==> src/design/assert_macros.svh <==
// Assertion macros used by countdown_round_timer_controller.
// No dependencies; include by bare file name.
`ifndef ASSERT_MACROS_SVH
`define ASSERT_MACROS_SVH

// Clocked property, ignored while reset is high.
`define ASSERT_CLK_RST(label, clk, rst, prop) \
   label: assert property (@(posedge clk) disable iff (rst) prop) \
      else $error("assertion failed");

// Clocked property, checked during reset as well.
`define ASSERT_CLK(label, clk, prop) \
   label: assert property (@(posedge clk) prop) \
      else $error("assertion failed");

`endif

==> src/design/crtc_pkg.sv <==
// Types, codes and constants of the countdown round timer controller.
// No dependencies.
package crtc_pkg;

   // Operating modes, encoded as seen on the result mode field
   typedef enum logic [1:0] {
      MODE_WAIT  = 2'd0,
      MODE_COUNT = 2'd1,
      MODE_STOP  = 2'd2
   } mode_type;

   // Configuration register indexes
   typedef enum logic [2:0] {
      CSR_PRESET_ONE   = 3'd0,
      CSR_PRESET_TWO   = 3'd1,
      CSR_PRESET_THREE = 3'd2,
      CSR_PRESET_FOUR  = 3'd3,
      CSR_LAST_TICK    = 3'd4
   } csr_index_type;

   // Master key codes (exact values only)
   localparam logic [7:0] KEY_PRESET_ONE   = 8'd1;
   localparam logic [7:0] KEY_PRESET_TWO   = 8'd2;
   localparam logic [7:0] KEY_PRESET_THREE = 8'd4;
   localparam logic [7:0] KEY_PRESET_FOUR  = 8'd8;
   localparam logic [7:0] KEY_START        = 8'd16;
   localparam logic [7:0] KEY_RESET        = 8'd32;

   // Lamp bit positions
   localparam int LAMP_START  = 0;
   localparam int LAMP_FALSE  = 1;
   localparam int LAMP_PLAYER = 2;

   // Beep tone and length per event
   localparam logic [7:0] TONE_START  = 8'd200;
   localparam logic [7:0] LEN_START   = 8'd50;
   localparam logic [7:0] TONE_PLAYER = 8'd25;
   localparam logic [7:0] LEN_PLAYER  = 8'd100;
   localparam logic [7:0] TONE_FALSE  = 8'd150;
   localparam logic [7:0] LEN_FALSE   = 8'd200;
   localparam logic [7:0] TONE_END    = 8'd100;
   localparam logic [7:0] LEN_END     = 8'd100;

   // Register reset values
   localparam logic [6:0]  RST_PRESET_ONE   = 7'd60;
   localparam logic [6:0]  RST_PRESET_TWO   = 7'd30;
   localparam logic [6:0]  RST_PRESET_THREE = 7'd10;
   localparam logic [6:0]  RST_PRESET_FOUR  = 7'd5;
   localparam logic [15:0] RST_LAST_TICK    = 16'd99;

   // Seven-segment pattern gfedcba- of one decimal digit, blank above nine
   function automatic logic [7:0] seg_pattern(input logic [3:0] digit);
      logic [7:0] pat;
      unique case (digit)
         4'd0: pat = 8'h7E;
         4'd1: pat = 8'h0C;
         4'd2: pat = 8'hB6;
         4'd3: pat = 8'h9E;
         4'd4: pat = 8'hCC;
         4'd5: pat = 8'hDA;
         4'd6: pat = 8'hFA;
         4'd7: pat = 8'h0E;
         4'd8: pat = 8'hFE;
         4'd9: pat = 8'hDE;
         default: pat = 8'h00;
      endcase
      return pat;
   endfunction

endpackage

==> src/design/countdown_round_timer_controller.sv <==
// Countdown round timer controller: one request per clock, each a tick flag plus master and
// player key samples, answered by one result (segment patterns, lamps, beep, mode) in the cycle
// after acceptance. A request is taken every cycle while the result register is empty or
// being drained; the result comes from the single registered pass from the state registers
// through the key and tick logic into the result register. No clearing pass after reset.
// Depends on crtc_pkg and assert_macros.svh.
`include "assert_macros.svh"

module countdown_round_timer_controller (
   input  logic        clock,
   input  logic        reset,
   // request channel
   input  logic        req_tvalid,
   output logic        req_tready,
   input  logic [15:0] req_tdata,   // tick[0], master_keys[8:1], player_keys[12:9], zero pad
   // result channel
   output logic        rsp_tvalid,
   input  logic        rsp_tready,
   output logic [39:0] rsp_tdata,   // tens_segments[7:0], ones_segments[15:8],
                                    // start_lamp[16], false_start_lamp[17],
                                    // player_lamps[21:18], beep_on[22],
                                    // tone_divider[30:23], mode[32:31], zero pad
   // configuration write channel
   input  logic        csr_valid,
   output logic        csr_ready,
   input  logic [2:0]  csr_index,
   input  logic [15:0] csr_data
);

   // Request fields
   logic       tick;
   logic [7:0] master_keys;
   logic [3:0] player_keys;
   assign tick        = req_tdata[0];
   assign master_keys = req_tdata[8:1];
   assign player_keys = req_tdata[12:9];

   logic req_fire;
   logic rsp_valid_ff;
   assign req_tready = !rsp_valid_ff || rsp_tready;
   assign req_fire   = req_tvalid && req_tready;
   assign rsp_tvalid = rsp_valid_ff;
   assign csr_ready  = 1'b1;

   // Configuration registers
   logic [6:0]  preset_one_ff, preset_two_ff, preset_three_ff, preset_four_ff;
   logic [15:0] last_tick_ff;

   always_ff @(posedge clock) begin
      if (reset) begin
         preset_one_ff   <= crtc_pkg::RST_PRESET_ONE;
         preset_two_ff   <= crtc_pkg::RST_PRESET_TWO;
         preset_three_ff <= crtc_pkg::RST_PRESET_THREE;
         preset_four_ff  <= crtc_pkg::RST_PRESET_FOUR;
         last_tick_ff    <= crtc_pkg::RST_LAST_TICK;
      end else if (csr_valid) begin
         unique case (crtc_pkg::csr_index_type'(csr_index))
            crtc_pkg::CSR_PRESET_ONE:   preset_one_ff   <= csr_data[6:0];
            crtc_pkg::CSR_PRESET_TWO:   preset_two_ff   <= csr_data[6:0];
            crtc_pkg::CSR_PRESET_THREE: preset_three_ff <= csr_data[6:0];
            crtc_pkg::CSR_PRESET_FOUR:  preset_four_ff  <= csr_data[6:0];
            crtc_pkg::CSR_LAST_TICK:    last_tick_ff    <= csr_data;
            default: ;
         endcase
      end
   end

   // Timer state
   crtc_pkg::mode_type mode_ff, mode_in;
   logic [6:0]  secs_ff, secs_in;
   logic [6:0]  restart_ff, restart_in;
   logic [6:0]  shown_ff, shown_in;
   logic [15:0] frac_ff, frac_in;
   logic        done_ff, done_in;
   logic [7:0]  beep_rem_ff, beep_rem_in;
   logic        beep_act_ff, beep_act_in;
   logic [7:0]  tone_ff, tone_in;
   logic [5:0]  lamps_ff, lamps_in;

   // Next state: tick first, then keys by mode
   always_comb begin
      logic ended;
      logic player_one_hot;
      mode_in     = mode_ff;
      secs_in     = secs_ff;
      restart_in  = restart_ff;
      shown_in    = shown_ff;
      frac_in     = frac_ff;
      done_in     = done_ff;
      beep_rem_in = beep_rem_ff;
      beep_act_in = beep_act_ff;
      tone_in     = tone_ff;
      lamps_in    = lamps_ff;
      player_one_hot = (player_keys == 4'd1) || (player_keys == 4'd2) ||
                       (player_keys == 4'd4) || (player_keys == 4'd8);

      // timer period: fraction and seconds, then beep length
      if (tick) begin
         if (!done_ff) begin
            if (secs_ff != 7'd0) begin
               if (frac_ff == last_tick_ff) begin
                  frac_in = 16'd0;
                  secs_in = secs_ff - 7'd1;
               end else begin
                  frac_in = frac_ff + 16'd1;
               end
            end else begin
               done_in = 1'b1;
            end
         end
         if (beep_rem_ff != 8'd0) begin
            beep_rem_in = beep_rem_ff - 8'd1;
         end else begin
            beep_act_in = 1'b0;
         end
      end

      ended = done_in;
      unique case (mode_ff)
         crtc_pkg::MODE_COUNT: begin
            if (master_keys == crtc_pkg::KEY_RESET) begin
               lamps_in = 6'd0;
               secs_in  = restart_ff;
               done_in  = 1'b1;
               mode_in  = crtc_pkg::MODE_WAIT;
            end
            // countdown already over: end beep and stop
            if (ended) begin
               tone_in     = crtc_pkg::TONE_END;
               beep_rem_in = crtc_pkg::LEN_END;
               beep_act_in = 1'b1;
               lamps_in[crtc_pkg::LAMP_START] = 1'b0;
               secs_in     = restart_ff;
               mode_in     = crtc_pkg::MODE_STOP;
            end
            shown_in = secs_in;
            // player press ends the round; lamp only for a single player
            if (player_one_hot) begin
               lamps_in[5:2] = lamps_in[5:2] | player_keys;
            end
            if (player_keys != 4'd0) begin
               done_in     = 1'b1;
               tone_in     = crtc_pkg::TONE_PLAYER;
               beep_rem_in = crtc_pkg::LEN_PLAYER;
               beep_act_in = 1'b1;
               mode_in     = crtc_pkg::MODE_STOP;
            end
         end
         crtc_pkg::MODE_STOP: begin
            if (master_keys == crtc_pkg::KEY_RESET) begin
               lamps_in = 6'd0;
               secs_in  = restart_ff;
               shown_in = restart_ff;
               done_in  = 1'b1;
               mode_in  = crtc_pkg::MODE_WAIT;
            end
         end
         default: begin
            // waiting (unused code three behaves the same)
            mode_in = crtc_pkg::MODE_WAIT;
            unique case (master_keys)
               crtc_pkg::KEY_PRESET_ONE:   secs_in = preset_one_ff;
               crtc_pkg::KEY_PRESET_TWO:   secs_in = preset_two_ff;
               crtc_pkg::KEY_PRESET_THREE: secs_in = preset_three_ff;
               crtc_pkg::KEY_PRESET_FOUR:  secs_in = preset_four_ff;
               default: ;
            endcase
            if (master_keys != 8'd0) begin
               shown_in = secs_in;
            end
            if (master_keys == crtc_pkg::KEY_START) begin
               lamps_in[crtc_pkg::LAMP_START] = 1'b1;
               tone_in     = crtc_pkg::TONE_START;
               beep_rem_in = crtc_pkg::LEN_START;
               beep_act_in = 1'b1;
               restart_in  = secs_in;
               frac_in     = 16'd0;
               done_in     = 1'b0;
               mode_in     = crtc_pkg::MODE_COUNT;
            end else if (player_keys != 4'd0) begin
               lamps_in[crtc_pkg::LAMP_FALSE] = 1'b1;
               tone_in     = crtc_pkg::TONE_FALSE;
               beep_rem_in = crtc_pkg::LEN_FALSE;
               beep_act_in = 1'b1;
               mode_in     = crtc_pkg::MODE_STOP;
            end
         end
      endcase
   end

   always_ff @(posedge clock) begin
      if (reset) begin
         mode_ff     <= crtc_pkg::MODE_WAIT;
         secs_ff     <= crtc_pkg::RST_PRESET_ONE;
         restart_ff  <= crtc_pkg::RST_PRESET_ONE;
         shown_ff    <= crtc_pkg::RST_PRESET_ONE;
         frac_ff     <= 16'd0;
         done_ff     <= 1'b1;
         beep_rem_ff <= 8'd0;
         beep_act_ff <= 1'b0;
         tone_ff     <= 8'd0;
         lamps_ff    <= 6'd0;
      end else if (req_fire) begin
         mode_ff     <= mode_in;
         secs_ff     <= secs_in;
         restart_ff  <= restart_in;
         shown_ff    <= shown_in;
         frac_ff     <= frac_in;
         done_ff     <= done_in;
         beep_rem_ff <= beep_rem_in;
         beep_act_ff <= beep_act_in;
         tone_ff     <= tone_in;
         lamps_ff    <= lamps_in;
      end
   end

   // Decimal split of the shown value: tens = (v * 205) >> 11, exact below 1024
   logic [14:0] tens_prod;
   logic [3:0]  tens_digit, ones_digit;
   logic [6:0]  tens_times_ten;
   assign tens_prod      = {8'd0, shown_in} * 15'd205;
   assign tens_digit     = tens_prod[14:11];
   assign tens_times_ten = 7'(tens_digit) * 7'd10;
   assign ones_digit     = 4'(shown_in - tens_times_ten);

   // Result register
   logic [39:0] rsp_data_ff;
   always_ff @(posedge clock) begin
      if (reset) begin
         rsp_valid_ff <= 1'b0;
      end else if (req_fire) begin
         rsp_valid_ff <= 1'b1;
      end else if (rsp_tready) begin
         rsp_valid_ff <= 1'b0;
      end
   end

   always_ff @(posedge clock) begin
      if (req_fire) begin
         rsp_data_ff <= {7'd0, mode_in, tone_in, beep_act_in, lamps_in[5:2],
                         lamps_in[crtc_pkg::LAMP_FALSE], lamps_in[crtc_pkg::LAMP_START],
                         crtc_pkg::seg_pattern(ones_digit),
                         crtc_pkg::seg_pattern(tens_digit)};
      end
   end
   assign rsp_tdata = rsp_data_ff;

   // Checks
   `ASSERT_CLK_RST(a_req_gives_rsp, clock, reset, req_fire |=> rsp_valid_ff)
   `ASSERT_CLK_RST(a_count_lamp, clock, reset,
      (mode_ff == crtc_pkg::MODE_COUNT) |-> lamps_ff[crtc_pkg::LAMP_START])
   `ASSERT_CLK_RST(a_running_only_counting, clock, reset,
      !done_ff |-> (mode_ff == crtc_pkg::MODE_COUNT))
   `ASSERT_CLK(a_reset_empties, clock, reset |=> !rsp_valid_ff)

endmodule
==> config.mk <==
export PLATFORM = sky130hd
export DESIGN_NAME = countdown_round_timer_controller
export DESIGN_NICKNAME = d
export VERILOG_FILES = /design/src/design/crtc_pkg.sv /design/src/design/countdown_round_timer_controller.sv
export VERILOG_INCLUDE_DIRS = /design/src /design/src/design
export SDC_FILE = /design/constraint.sdc
export NUM_CORES = 1
export LEC_CHECK = 0
export BUFFER_PORTS_ARGS = -buffer_cell sky130_fd_sc_hd__clkbuf_2
export CORE_MARGIN = 2
export CORE_UTILIZATION = 30
export DETAILED_ROUTE_END_ITERATION = 8
export GPL_TIMING_DRIVEN = 0
export PLACE_DENSITY = 0.45
export REMOVE_ABC_BUFFERS = 1
export SLEW_MARGIN = 20
export SYNTH_ARGS = -nofsm -noshare
export SYNTH_HDL_FRONTEND = slang
export SYNTH_SLANG_ARGS = --single-unit
export TNS_END_PERCENT = 30
==> constraint.sdc <==
create_clock -name clock -period 8.98 [get_ports clock]
set_input_delay 1.347 -clock clock [delete_from_list [all_inputs] [get_ports clock]]
set_output_delay 1.347 -clock clock [all_outputs]
set_load 0.02 [all_outputs]
==> summary.md <==
Total of fill cells in the finished design: 3,005. The count of unresolved DRC violations after routing was 0; the final critical-path share of the clock period was 94.85%. The worst-case IR drop observed on VDD is 0.2058 mV. The worst setup path is launched from an input port. The critical path in this run is classified as in -> reg. Pin placement for this block handled 83 I/O pins.

After the last flow step, the layout net total stands at 1,180. Summing all multi-input logic gate instances after layout gives 5107 um^2. The worst max-slew margin expressed relative to the limit is 26.86%, and the number of buffers and inverters on the critical path is 4. Along the worst path, the maximum fanout reaches 16. The maximum number of pins on one net before global-route repair was 106.

The post-synthesis cell count is 1,051, and the sequential standard cell area is 3093 um^2. The uppermost layer routed is met4. Counting flops with an async set or reset pin after synthesis yields a share of 0%.

The first global-routing pass estimated 37,820 um of wire. The tools report the final instance area as 9757 um^2. The worst-margin pin slew was 1092 ps; the leftover overflow at the end of global routing was 0.

The run gives 0 as the post-CTS repair timing setup buffer count. Setup repair after global routing left no endpoint under its margin. The tools report the origin of the worst min-delay path as preset_four_ff[5]. The clock insertion delay at the later pin of the skew report is 420 ps.

The worst hold path terminates at preset_four_ff[5]. The maximum level of the CTS H-tree was 4; the met3 wire length was 974 um. For this run, the slowest stage of the critical path takes 730 ps. The floorplan step set the die height to 173.4 um. Detailed routing inserted a total of 7,450 vias. The run finished with clean final reports.

The tools report the number of optimization iterations in the first detailed-route pass as 5. Buffers placed on the I/O ports in this run total 69. The tools report the total power after layout as 2.935 mW. The upper clock frequency limit was 117.4 MHz. The origin of the critical flop-to-flop path is frac_ff[10]. The number of antenna diodes in the final layout is 0.

Data on the critical path is required at its endpoint by 9240 ps. Global routing used 15.47% of the available tracks across all layers. The hold violation total from the final report is 0. The final count of pins violating max slew is 0, and the via density per instance is 5.044.

The post-route netlist has 11.89% of its cells at a drive strength greater than 1. The area of placed instances came out at 9188 um^2. The worst min-delay path category was reg -> reg. The commonest cells after synthesis are 198 x nand2_1, 108 x dfxtp_1, 92 x nor2_1. The critical path data arrival time was 8780 ps.

The floorplan step defined a die boundary enclosing 30,070 um^2. Summed over all layers, the routed wires come to 23,280 um. The total clock buffers created by CTS is 17.

Setup violations remaining at the end of the flow were counted as 0. The initial antenna violation count was 0. Floorplan die width: 173.4 um. The number of hold buffers added after CTS was 0. The leading area contributor after synthesis was dfxtp_1. TritonCTS built the clock tree. The tools report the global placement routability congestion as 0.7630. For this block, the initial DRC count from the detailed router was 481. The smallest clock period supported by the final layout is computed as 8518 ps.

For this block, wires on met1 add up to 11,960 um. By area the synthesized netlist is led by dfxtp_1 25%, edfxtp_1 11%, nand2_1 8.6%. The power per unit of standard cell area was 300.8 nW/um^2; the count of nets left with antenna violations after detail routing was 0.

The area growth from synthesis to final layout is 13.34%, and the number of distinct library cell variants in the gate-level netlist after synthesis is 79. Mean post-synth cell area: 8.191 um^2. The area share of the leading cell type in the synthesized netlist was 25.12%; the number of global-route vias before repair was 7,041. The most used cell along the critical path is ha_1. The top cell family by delay on the critical path is simple AND/OR/NAND/NOR gates.

The number of enable-type register cells in the synthesized netlist works out to 31. The endpoint identified for the worst register-to-register timing path is rsp_tdata[12]. The logs give 970 ps for the register-to-register path setup slack and 0 for the max-capacitance violation count. The number of flip-flops and latches in the synthesized netlist is 139, and the worst reg2reg path depth is 27.

The detail-routed net length per standard cell was 15.76 um; the reported leakage power was 3.866 nW. After clock tree synthesis, the clock-pin slew on the worst setup and hold paths is 70 ps. The initial core utilization is 30.24%.

In the post-synthesis netlist, the cell with the most instances is nand2_1. In the detailed route, the total length drawn on met2 is 10,140 um. After floorplanning, the core was sized to cover 28,470 um^2. The most used flip-flop cell after synthesis is dfxtp_1.

The run gives 139 as the clock sink count. The worst-path cell with the longest stage delay is and2_1. Synthesized cell area: 8608 um^2. The clock passes through at most 2 buffers. The tools report the total number of yosys warnings as 0. Between clock sinks in the finished design, the worst skew comes to 12.58 ps.

The cell row count was 62; the number of cells on the worst hold path was 2. The half-perimeter wire length after placement is 15,790 um. The root buffer cell is clkbuf_16. Sequential elements use 35.93% of the synthesized area. The tools report the critical path capture point type as a register.
-- sequential cells by signal, summed over array words and instances (netlist names) --
register / flops
rsp_tvalid: 1
preset_two_ff: 7
rsp_tdata: 31
done_ff: 1
frac_ff: 16
last_tick_ff: 16
mode_ff: 2
beep_rem_ff: 8
preset_four_ff: 7
lamps_ff: 6
beep_act_ff: 1
shown_ff: 7
restart_ff: 7
preset_three_ff: 7
tone_ff: 8
secs_ff: 7
preset_one_ff: 7
-- metal layers --
layer	up-vias	GRT usage [%]
li1	3793	-
met1	3477	22.08
met2	164	24.28
met3	16	2.961
met4	0	3.284
met5	-	0
-- worst max-delay path by stage --
stage                       startpoint             to  cells after the start
after detailed placement  req_tdata[3]  rsp_tdata[12]                     28
after global placement    req_tdata[5]  rsp_tdata[12]                     28
after CTS                 req_tdata[3]  rsp_tdata[12]                     28
after global routing      req_tdata[3]  rsp_tdata[12]                     29
final                     req_tdata[5]  rsp_tdata[12]                     29
after floorplan           req_tdata[3]   rsp_tdata[9]                     28
-- repair_timing --
action | CTS | global route
hold endpoints to repair | 0 | 0
gates resized for setup | 0 | 2
setup endpoints to repair | 0 | 7
-- layout make-up --
cell class / instances / share of cell area, %
Tap cell: 384 / 4.924
Sequential cell: 139 / 31.70
Multi-Input combinational cell: 815 / 52.35
Inverter: 37 / 1.449
Clock inverter: 13 / 1.231
Timing Repair Buffer: 70 / 3.911
Clock buffer: 19 / 4.437
-- layout by cell type, fill, tap and decap left out, types with 8 or more instances in the layout --
| master | netlist | layout |
|---|---|---|
| nand4_1 | 11 | 11 |
| nor3_1 | 19 | 19 |
| clkbuf_16 | 0 | 17 |
| edfxtp_1 | 31 | 31 |
| dfxtp_1 | 108 | 108 |
| o21ai_0 | 42 | 42 |
| a22oi_1 | 25 | 25 |
| fa_1 | 8 | 8 |
| a31oi_1 | 12 | 12 |
| nand2_1 | 198 | 196 |
| a21oi_1 | 90 | 90 |
| inv_1 | 34 | 33 |
| and3_1 | 8 | 8 |
| clkbuf_2 | 0 | 68 |
| nand3b_1 | 16 | 16 |
| mux2i_1 | 15 | 15 |
| nor2b_1 | 16 | 16 |
| nor2_1 | 92 | 91 |
| ha_1 | 52 | 51 |
| nand2b_1 | 9 | 9 |
| a311oi_1 | 10 | 10 |
| a211oi_1 | 17 | 16 |
| xnor2_1 | 10 | 10 |
| nand3_1 | 21 | 21 |
| xor2_1 | 23 | 23 |
| conb_1 | 2 | 10 |
-- tightest hold or removal path, delay by kind of cell, from the launching register on --
kind               cells  cell delay, ps
and+or+nand+nor        1              50
DFF                    1             310
AOI/OAI and AO/OA      1              50
-- kinds of logic (layout without fill, tap and decap cells) --
logic type | after synthesis | in the layout | synth area share, %
simple gates | 427 | 427 | 22.94
compound gates | 266 | 266 | 20.22
flops | 139 | 139 | 35.93
buf+inv | 105 | 139 | 5.392
fa+ha+maj | 60 | 60 | 9.419
xor+xnor | 36 | 36 | 4.142
mux | 16 | 16 | 1.875
other cells | 2 | 10 | 0.08724
-- per-stage QoR --
stage | setup WS, ps | std cells | setup TNS, ps | util, % | hold WS, ps
finish | 462.3 | 1477 | 0 | 34.27 | 456.3
floorplan | 1281 | 991 | 0 | - | 430.0
global placement | -262.4 | 1444 | -1337 | 32.10 | 441.9
global route | 101.5 | 1477 | 0 | 34.27 | 471.6
detailed placement | -309.7 | 1445 | -1640 | 32.27 | 446.7
CTS | 125.2 | 1477 | 0 | 34.21 | 455.2
-- power breakdown --
| part | total (mW) | switching (mW) | internal [mW] |
|---|---|---|---|
| registers | 0.820 | 0.0233 | 0.797 |
| logic | 1.44 | 0.843 | 0.594 |
| clock network | 0.678 | 0.295 | 0.383 |
| total | 2.94 | 1.16 | 1.77 |
Note: power is estimated with default switching activity, not from simulation.
